==> src/rtl/f2sd_pkg.sv <==
package f2sd_pkg;

  // 2^96 as float bits; larger positive magnitudes are rejected
  localparam logic [30:0] HUGE_BITS = 31'h6F80_0000;
  // first float above 1e-28; smaller positive magnitudes are rejected
  localparam logic [30:0] TINY_BITS = 31'h10FD_87B6;

  localparam int SIG_W   = 24;
  localparam int P10_W   = 20;
  localparam int PROD_W  = SIG_W + P10_W;
  localparam int SHIFT_W = 105;
  localparam int MANT_W  = 96;

  // sig * 2^(exp2-23) compared against these gives |a|*10 > 2^96 and |a| > 10^k
  localparam logic [SHIFT_W-1:0] SCALE0_LIM = (105'd1 << 72) / 105'd5;
  localparam logic [SHIFT_W-1:0] POW10_LIM [0:4] = '{
    105'd11920928955078125,
    105'd59604644775390625 << 1,
    105'd298023223876953125 << 2,
    105'd1490116119384765625 << 3,
    105'd7450580596923828125 << 4
  };

  typedef struct packed {
    logic [SIG_W-1:0]  sig;
    logic signed [8:0] exp2;
    logic [2:0]        scale;
    logic              negative;
    logic              status;
  } job_t;

  typedef struct packed {
    logic [PROD_W-1:0] prod;
    logic signed [8:0] exp2;
    logic [2:0]        scale;
    logic              negative;
    logic              status;
  } prod_t;

  function automatic logic [P10_W-1:0] pow10(input logic [2:0] s);
    logic [P10_W-1:0] r;
    case (s)
      3'd0:    r = 20'd1;
      3'd1:    r = 20'd10;
      3'd2:    r = 20'd100;
      3'd3:    r = 20'd1000;
      3'd4:    r = 20'd10000;
      3'd5:    r = 20'd100000;
      3'd6:    r = 20'd1000000;
      default: r = 20'd0;
    endcase
    return r;
  endfunction

endpackage

==> src/rtl/f2sd_if.sv <==
interface f2sd_in_if;
  logic        valid;
  logic        ready;
  logic [31:0] float_bits;

  modport source (output valid, output float_bits, input ready);
  modport sink   (input valid, input float_bits, output ready);
endinterface

interface f2sd_out_if;
  logic        valid;
  logic        ready;
  logic [63:0] mantissa_low;
  logic [31:0] mantissa_high;
  logic [2:0]  scale;
  logic        negative;
  logic        status;

  modport source (output valid, output mantissa_low, output mantissa_high,
                  output scale, output negative, output status, input ready);
  modport sink   (input valid, input mantissa_low, input mantissa_high,
                  input scale, input negative, input status, output ready);
endinterface

==> src/rtl/f2sd_front.sv <==
module f2sd_front
  import f2sd_pkg::*;
(
  input  logic      clk,
  input  logic      rst_n,
  f2sd_in_if.sink   in_chan,
  output logic      job_valid,
  input  logic      job_ready,
  output job_t      job
);

  logic                    sgn;
  logic [7:0]              ef;
  logic [22:0]             frac;
  logic [30:0]             mag;
  logic [SIG_W-1:0]        sig;
  logic signed [8:0]       exp2;
  logic signed [8:0]       t0;
  logic [SHIFT_W-1:0]      shifted;
  logic [4:0]              above;
  logic                    to_int;
  logic [2:0]              scale;
  logic                    in_ready;
  job_t                    job_nxt;
  job_t                    job_r;
  logic                    job_valid_r;

  always_comb begin
    sgn   = in_chan.float_bits[31];
    ef    = in_chan.float_bits[30:23];
    frac  = in_chan.float_bits[22:0];
    mag   = in_chan.float_bits[30:0];
    sig   = (ef == 8'd0) ? {1'b0, frac} : {1'b1, frac};
    exp2  = (ef == 8'd0) ? -9'sd149 : ($signed({1'b0, ef}) - 9'sd150);
    t0    = exp2 - 9'sd23;
    shifted = t0[8] ? '0 : ({{(SHIFT_W-SIG_W){1'b0}}, sig} << t0[6:0]);
    for (int i = 0; i < 5; i++) begin
      above[i] = shifted > POW10_LIM[i];
    end
    to_int = shifted > SCALE0_LIM;
    scale  = to_int ? 3'd0 : (3'd6 - 3'($countones(above)));
  end

  always_comb begin
    job_nxt = '0;
    if (ef == 8'hFF) begin
      if (frac != 23'd0) begin
        job_nxt.scale = 3'd6;
      end else begin
        job_nxt.status = 1'b1;
      end
    end else if (sig == '0) begin
      job_nxt.scale = 3'd6;
    end else if (!sgn && (mag > HUGE_BITS || mag < TINY_BITS)) begin
      job_nxt.status = 1'b1;
    end else begin
      job_nxt.sig      = sig;
      job_nxt.exp2     = exp2;
      job_nxt.scale    = scale;
      job_nxt.negative = sgn;
    end
  end

  assign in_ready      = !job_valid_r || job_ready;
  assign in_chan.ready = in_ready;
  assign job_valid     = job_valid_r;
  assign job           = job_r;

  always_ff @(posedge clk) begin
    if (!rst_n) begin
      job_valid_r <= 1'b0;
    end else if (in_ready) begin
      job_valid_r <= in_chan.valid;
    end
  end

  always_ff @(posedge clk) begin
    if (in_chan.valid && in_ready) begin
      job_r <= job_nxt;
    end
  end

endmodule

==> src/rtl/f2sd_queue.sv <==
module f2sd_queue
  import f2sd_pkg::*;
#(
  parameter int DEPTH = 2
) (
  input  logic clk,
  input  logic rst_n,
  input  logic push_valid,
  output logic push_ready,
  input  job_t push_data,
  output logic pop_valid,
  input  logic pop_ready,
  output job_t pop_data
);

  localparam int PTR_W = $clog2(DEPTH);
  localparam int CNT_W = $clog2(DEPTH + 1);
  localparam logic [PTR_W-1:0] LAST = PTR_W'(DEPTH - 1);
  localparam logic [CNT_W-1:0] FULL = CNT_W'(DEPTH);

  job_t             mem_r [DEPTH];
  logic [PTR_W-1:0] wr_ptr_r, wr_ptr_nxt;
  logic [PTR_W-1:0] rd_ptr_r, rd_ptr_nxt;
  logic [CNT_W-1:0] count_r, count_nxt;
  logic             do_push;
  logic             do_pop;

  assign push_ready = count_r != FULL;
  assign pop_valid  = count_r != '0;
  assign pop_data   = mem_r[rd_ptr_r];
  assign do_push    = push_valid && push_ready;
  assign do_pop     = pop_valid && pop_ready;

  always_comb begin
    wr_ptr_nxt = wr_ptr_r;
    rd_ptr_nxt = rd_ptr_r;
    if (do_push) begin
      wr_ptr_nxt = (wr_ptr_r == LAST) ? '0 : wr_ptr_r + 1'b1;
    end
    if (do_pop) begin
      rd_ptr_nxt = (rd_ptr_r == LAST) ? '0 : rd_ptr_r + 1'b1;
    end
    count_nxt = count_r + CNT_W'(do_push) - CNT_W'(do_pop);
  end

  always_ff @(posedge clk) begin
    if (!rst_n) begin
      wr_ptr_r <= '0;
      rd_ptr_r <= '0;
      count_r  <= '0;
    end else begin
      wr_ptr_r <= wr_ptr_nxt;
      rd_ptr_r <= rd_ptr_nxt;
      count_r  <= count_nxt;
    end
  end

  always_ff @(posedge clk) begin
    if (do_push) begin
      mem_r[wr_ptr_r] <= push_data;
    end
  end

endmodule

==> src/rtl/f2sd_back.sv <==
module f2sd_back
  import f2sd_pkg::*;
(
  input  logic        clk,
  input  logic        rst_n,
  input  logic        job_valid,
  output logic        job_ready,
  input  job_t        job,
  f2sd_out_if.source  out_chan
);

  prod_t              prod_nxt;
  prod_t              prod_r;
  logic               prod_valid_r;
  logic               a_ready;
  logic               b_ready;
  logic signed [8:0]  neg_exp;
  logic [PROD_W:0]    pe;
  logic [PROD_W:0]    rounded;
  logic [MANT_W-1:0]  mant_nxt;
  logic [MANT_W-1:0]  mant_r;
  logic [2:0]         scale_r;
  logic               negative_r;
  logic               status_r;
  logic               out_valid_r;

  assign b_ready   = !out_valid_r || out_chan.ready;
  assign a_ready   = !prod_valid_r || b_ready;
  assign job_ready = a_ready;

  always_comb begin
    prod_nxt.prod     = {{P10_W{1'b0}}, job.sig} * {{SIG_W{1'b0}}, pow10(job.scale)};
    prod_nxt.exp2     = job.exp2;
    prod_nxt.scale    = job.scale;
    prod_nxt.negative = job.negative;
    prod_nxt.status   = job.status;
  end

  // left shift for non-negative exponent, otherwise shift right and round half up
  always_comb begin
    neg_exp = -prod_r.exp2;
    pe      = {prod_r.prod, 1'b0} >> neg_exp[7:0];
    rounded = {1'b0, pe[PROD_W:1]} + {{PROD_W{1'b0}}, pe[0]};
    if (!prod_r.exp2[8]) begin
      mant_nxt = {{(MANT_W-PROD_W){1'b0}}, prod_r.prod} << prod_r.exp2[6:0];
    end else begin
      mant_nxt = {{(MANT_W-PROD_W-1){1'b0}}, rounded};
    end
  end

  always_ff @(posedge clk) begin
    if (!rst_n) begin
      prod_valid_r <= 1'b0;
      out_valid_r  <= 1'b0;
    end else begin
      if (a_ready) begin
        prod_valid_r <= job_valid;
      end
      if (b_ready) begin
        out_valid_r <= prod_valid_r;
      end
    end
  end

  always_ff @(posedge clk) begin
    if (job_valid && a_ready) begin
      prod_r <= prod_nxt;
    end
    if (prod_valid_r && b_ready) begin
      mant_r     <= mant_nxt;
      scale_r    <= prod_r.scale;
      negative_r <= prod_r.negative;
      status_r   <= prod_r.status;
    end
  end

  assign out_chan.valid         = out_valid_r;
  assign out_chan.mantissa_low  = mant_r[63:0];
  assign out_chan.mantissa_high = mant_r[95:64];
  assign out_chan.scale         = scale_r;
  assign out_chan.negative      = negative_r;
  assign out_chan.status        = status_r;

endmodule

==> src/rtl/float_to_scaled_decimal.sv <==
// Converts IEEE single-precision bits to a sign, a decimal scale (0..6) and a
// 96-bit mantissa rounded half away from zero. Positive values below 1e-28 or
// above 2^96 and both infinities come back with status 1 and all else zero;
// NaN and zero give mantissa 0 with scale 6. One transaction is taken per
// clock when the result side keeps up; a result passes through a classify
// register, the queue, a product register (24x20 multiply) and the output
// register holding the shift and rounding. The queue of QUEUE_DEPTH entries
// (at least 2) lets the classifier and the multiply/shift back end stall
// independently.
module float_to_scaled_decimal
  import f2sd_pkg::*;
#(
  parameter int QUEUE_DEPTH = 2
) (
  input  logic       clk,
  input  logic       rst_n,
  f2sd_in_if.sink    in_chan,
  f2sd_out_if.source out_chan
);

  logic front_valid;
  logic front_ready;
  job_t front_job;
  logic back_valid;
  logic back_ready;
  job_t back_job;

  f2sd_front u_front (
    .clk       (clk),
    .rst_n     (rst_n),
    .in_chan   (in_chan),
    .job_valid (front_valid),
    .job_ready (front_ready),
    .job       (front_job)
  );

  f2sd_queue #(
    .DEPTH (QUEUE_DEPTH)
  ) u_queue (
    .clk        (clk),
    .rst_n      (rst_n),
    .push_valid (front_valid),
    .push_ready (front_ready),
    .push_data  (front_job),
    .pop_valid  (back_valid),
    .pop_ready  (back_ready),
    .pop_data   (back_job)
  );

  f2sd_back u_back (
    .clk       (clk),
    .rst_n     (rst_n),
    .job_valid (back_valid),
    .job_ready (back_ready),
    .job       (back_job),
    .out_chan  (out_chan)
  );

endmodule
==> src/flat_wrapper.sv <==
// flat-port wrapper written by rule: the top's interface ports become plain ports
module float_to_scaled_decimal_flat import f2sd_pkg::*;
#(
  parameter int QUEUE_DEPTH = 2
)
  (clk, rst_n, in_chan_valid, in_chan_float_bits, in_chan_ready, out_chan_valid, out_chan_mantissa_low, out_chan_mantissa_high, out_chan_scale, out_chan_negative, out_chan_status, out_chan_ready);
  f2sd_in_if in_chan_i ();
  f2sd_out_if out_chan_i ();
  input  logic clk;
  input  logic rst_n;
  input wire logic [$bits(in_chan_i.valid)-1:0] in_chan_valid;
  input wire logic [$bits(in_chan_i.float_bits)-1:0] in_chan_float_bits;
  output wire logic [$bits(in_chan_i.ready)-1:0] in_chan_ready;
  output wire logic [$bits(out_chan_i.valid)-1:0] out_chan_valid;
  output wire logic [$bits(out_chan_i.mantissa_low)-1:0] out_chan_mantissa_low;
  output wire logic [$bits(out_chan_i.mantissa_high)-1:0] out_chan_mantissa_high;
  output wire logic [$bits(out_chan_i.scale)-1:0] out_chan_scale;
  output wire logic [$bits(out_chan_i.negative)-1:0] out_chan_negative;
  output wire logic [$bits(out_chan_i.status)-1:0] out_chan_status;
  input wire logic [$bits(out_chan_i.ready)-1:0] out_chan_ready;
  assign in_chan_i.valid = in_chan_valid;
  assign in_chan_i.float_bits = in_chan_float_bits;
  assign in_chan_ready = in_chan_i.ready;
  assign out_chan_valid = out_chan_i.valid;
  assign out_chan_mantissa_low = out_chan_i.mantissa_low;
  assign out_chan_mantissa_high = out_chan_i.mantissa_high;
  assign out_chan_scale = out_chan_i.scale;
  assign out_chan_negative = out_chan_i.negative;
  assign out_chan_status = out_chan_i.status;
  assign out_chan_i.ready = out_chan_ready;
  float_to_scaled_decimal #(.QUEUE_DEPTH(QUEUE_DEPTH)) u_core (.clk(clk), .rst_n(rst_n), .in_chan(in_chan_i), .out_chan(out_chan_i));
endmodule
==> config.mk <==
export PLATFORM = sky130hd
export DESIGN_NAME = float_to_scaled_decimal_flat
export DESIGN_NICKNAME = d
export VERILOG_FILES = /design/src/rtl/f2sd_pkg.sv /design/src/rtl/f2sd_if.sv /design/src/rtl/f2sd_front.sv /design/src/rtl/f2sd_queue.sv /design/src/rtl/f2sd_back.sv /design/src/rtl/float_to_scaled_decimal.sv /design/src/flat_wrapper.sv
export SDC_FILE = /design/constraint.sdc
export NUM_CORES = 2
export LEC_CHECK = 0
export BUFFER_PORTS_ARGS = -buffer_cell sky130_fd_sc_hd__buf_4
export CAP_MARGIN = 20
export CELL_PAD_IN_SITES_DETAIL_PLACEMENT = 1
export CELL_PAD_IN_SITES_GLOBAL_PLACEMENT = 1
export CORE_MARGIN = 4
export CORE_UTILIZATION = 39
export CTS_CLUSTER_SIZE = 14
export DETAILED_ROUTE_END_ITERATION = 7
export GPL_TIMING_DRIVEN = 1
export MAX_ROUTING_LAYER = met4
export PLACE_DENSITY_LB_ADDON = 0.08
export SETUP_SLACK_MARGIN = 0.5
export SLEW_MARGIN = 40
export SYNTH_ARGS = -nofsm -noshare
export SYNTH_HDL_FRONTEND = slang
export SYNTH_SLANG_ARGS = --single-unit
==> constraint.sdc <==
create_clock -name clk -period 8.3 [get_ports clk]
set_clock_uncertainty 0.15 [all_clocks]
set_input_delay 0.415 -clock clk [delete_from_list [all_inputs] [get_ports clk]]
set_output_delay 0.415 -clock clk [all_outputs]
set_load 0.05 [all_outputs]
==> metrics.yaml <==
status: "completed"
fin_crit_sh_pct: 98.63
grt_pass1_vias: 34270
initial_core_util_pct: 39.46
maxCapViolCount: 0
vias: 33120
grt.overflow.total: 0
syn_area_per_cell_um2: 9.135
hold_ws_ns: 0.01567
grt_setup_unrepaired: "true"
synth-async-reset-ratio_pct: 0
cpMaxStageDelayCell: "fa_2"
fin_nets: 4837
grt_pass1_wl_mm: 225.6
start_kind: "flip-flop"
routed_wl_mm: 151.2
die_width_um: 313.0
crit_top_cell: "fa_1"
dp_hpwl_mm: 119.4
synth_edf_count: 273
fin_crit_ns: 8.186
min_from: "rst_n"
io_buffers: 138
path_clk_slew_ns: 0.06
hold_path_depth: 2
synthesis.area_mm2: 0.03628
cts_num_sinks: 281
critPathArrivalTime_ns: 8.32
synth_flop_cell: "edfxtp_1"
drive_gt1_share_pct: 22.79
wl_per_cell_um: 27.32
dieArea_mm2: 0.09798
slowest_delay_ns: 0.56
slew_viol_final: 0
finalHoldViolations: 0
cts_buffer_depth: 3
nFillCells: 10450
io_pins: 139
insertion_delay_ns: 0.55
tightest_slew_ns: 0.8546
viasPerCell: 5.983
clock.fmax_mhz: 122.2
cp_max_fo: 5
setup_viol: 0
drc_errors: 0
fp-row-count: 111
firstDrtPassIters: 7
syn_inst: 3972
gp_congestion: 0.9919
grt_util_all_layers_pct: 31.09
synth_cell_types: 87
relSlewSlack_pct: 42.43
cts_tree: "yes"
die_h_um: 313.0
ys_ff_latch: 281
hold_end: "u_core.u_back.out_chan.valid"
ant_nets: 0
synthesis.nets: 4541
timing.rr.end: "u_core.u_back.prod_r[55]"
cts-root-buf: "clkbuf_16"
hold_path.class: "input pin to flip-flop"
coreArea_mm2: 0.09194
cp.required_ns: 8.44
h-tree-depth: 2
rr_worst_depth: 30
grt_max_degree: 106
drtIter0Drc: 2955
critPathCaptureType: "flip-flop"
cts_buffers: 35
yosysWarnings: 0
ys_seq_area_share_pct: 23.04
r2r_slack_ns: 0.11
area_growth_pct: 20.70
antenna_found_initial: 2
critPathKind: "flip-flop to flip-flop"
[per-layer routing]
| layer | wire [µm] | vias up | global-route usage (%) |
|---|---|---|---|
| li1 | - | 14640 | - |
| met1 | 66100 | 17130 | 42.47 |
| met2 | 71710 | 1120 | 50.06 |
| met3 | 8558 | 226 | 3.021 |
| met4 | 4874 | 0 | 7.926 |
| met5 | 0 | - | - |
[worst max-delay path: cells and delay by family, from the launching register on]
kind,cells,cell delay (ns)
simple gates,4,0.78
compound gates,7,1.41
buf+inv,9,0.94
fa+ha+maj,8,3.75
mux,1,0.31
xor+xnor,1,0.15
flops,1,0.41
[placed cells by master, fill, tap and decap left out, drive strengths merged, types with 29 or more instances in the layout]
cell | synthesis | routed
buf | 60 | 498
nor2 | 448 | 448
inv | 442 | 447
nand2 | 398 | 398
fa | 346 | 346
edfxtp | 273 | 273
ha | 187 | 187
a21oi | 172 | 172
o21ai | 169 | 169
mux2i | 154 | 154
nor3 | 99 | 99
mux4 | 76 | 76
o22ai | 69 | 69
mux2 | 68 | 68
xnor2 | 67 | 67
nand3 | 66 | 66
clkbuf | 186 | 48
xor2 | 43 | 43
a211oi | 38 | 38
and3 | 35 | 35
nor4 | 33 | 33
or3 | 32 | 32
a22oi | 31 | 31
a21o | 30 | 30
and2 | 29 | 29
[sequential cells by signal, indices dropped and copies added, names as in the netlist, named ones only]
name,cells
u_core.u_front.job_valid,1
u_core.u_back.prod_valid_r,1
u_core.u_queue.wr_ptr_r,1
u_core.u_back.prod_r,58
u_core.u_queue.mem_r,76
u_core.u_front.job,38
u_core.u_back.out_chan.negative,1
u_core.u_back.mant_r,96
u_core.u_queue.count_r,2
u_core.u_back.out_chan.status,1
u_core.u_back.out_chan.valid,1
u_core.u_queue.rd_ptr_r,1
u_core.u_back.out_chan.scale,3
[kinds of logic (layout without fill, tap and decap cells)]
logic type	count (synthesis)	after routing	share of synthesized area (%)
muxes	298	298	11.08
and+or+nand+nor	1263	1263	15.74
xor gates and xnor gates	110	110	2.655
other	0	1	0
AOI/OAI and AO/OA	795	795	14.64
adders and majority gates	533	533	25.54
buffers and inverters	692	1012	7.314
DFF	281	281	23.04
[worst max-delay path by stage]
| stage | to | slack (ns) | cells after the start |
|---|---|---|---|
| after floorplan | u_core.u_back.prod_r[55] | 0.47 | 30 |
| after global placement | u_core.u_back.prod_r[57] | -0.65 | 30 |
| after detailed placement | u_core.u_back.prod_r[57] | -0.63 | 30 |
| after CTS | u_core.u_back.prod_r[54] | 0.30 | 33 |
| after global routing | u_core.u_back.prod_r[56] | -0.10 | 29 |
| final | u_core.u_back.prod_r[55] | 0.11 | 30 |
[cell usage after synthesis (11+ instances only)]
master	count	area share, %
a2111oi_0	11	0.27
a211o_1	11	0.27
a211oi_1	38	0.79
a21o_1	30	0.62
a21oi_1	172	2.4
a221oi_1	28	0.68
a22o_1	12	0.29
a22oi_1	31	0.64
a31oi_1	26	0.45
a32oi_1	13	0.31
and2_1	29	0.50
and3_1	35	0.60
buf_1	40	0.41
buf_2	13	0.18
clkbuf_1	184	1.9
edfxtp_1	273	23
fa_1	346	19
ha_1	187	6.4
inv_1	441	4.6
mux2_2	68	2.1
mux2i_1	154	4.2
mux4_2	76	4.7
nand2_1	398	4.1
nand2b_1	22	0.38
nand3_1	65	0.90
nand4_1	28	0.48
nor2_1	448	4.6
nor2b_1	18	0.31
nor3_1	99	1.4
nor4_1	30	0.52
o211ai_1	24	0.50
o21a_1	14	0.29
o21ai_0	157	2.2
o21ai_1	12	0.17
o22ai_1	69	1.2
o31ai_1	13	0.27
o32ai_1	19	0.46
or3_1	31	0.53
xnor2_1	67	1.6
xor2_1	43	1.0
[stage by stage]
stage	instance area [µm²]	worst slack (ns)	util [%]	cells	setup TNS, ns
global placement	40440	-0.6528	43.99	5392	-4.549
CTS	43040	0.3001	46.81	5505	0
floorplan	36470	0.4678	-	3972	0
global route	43790	-0.1041	47.63	5535	-0.4071
finish	43790	0.1138	47.63	5536	0
detailed placement	40480	-0.6344	44.03	5393	-4.816
[final cells by class]
type                       instances  area [µm²]  area share, %
timing repair buffer             505        4337          9.903
sequential                       281        8362          19.09
tap                             1243        1555          3.551
antenna                            1       2.502       0.005714
clock buffer                      45       954.7          2.180
clock inverter                    16       152.6         0.3486
inverter                         446        1682          3.840
multi-input combinational       2999       26750          61.08
[repair_timing]
action | 4_1_cts | 5_1_grt
endpoints found under the setup margin | 19 | 18
gates resized for setup | 222 | 122
pin swaps | 125 | 92
endpoints found under the hold margin | 1 | 0
hold buffers | 1 | 0
gates cloned | 5 | 1
buffers inserted | 45 | 27
Power is not shown: default switching activity piles up to over one toggle a cycle in this logic, so the estimate is an artifact.
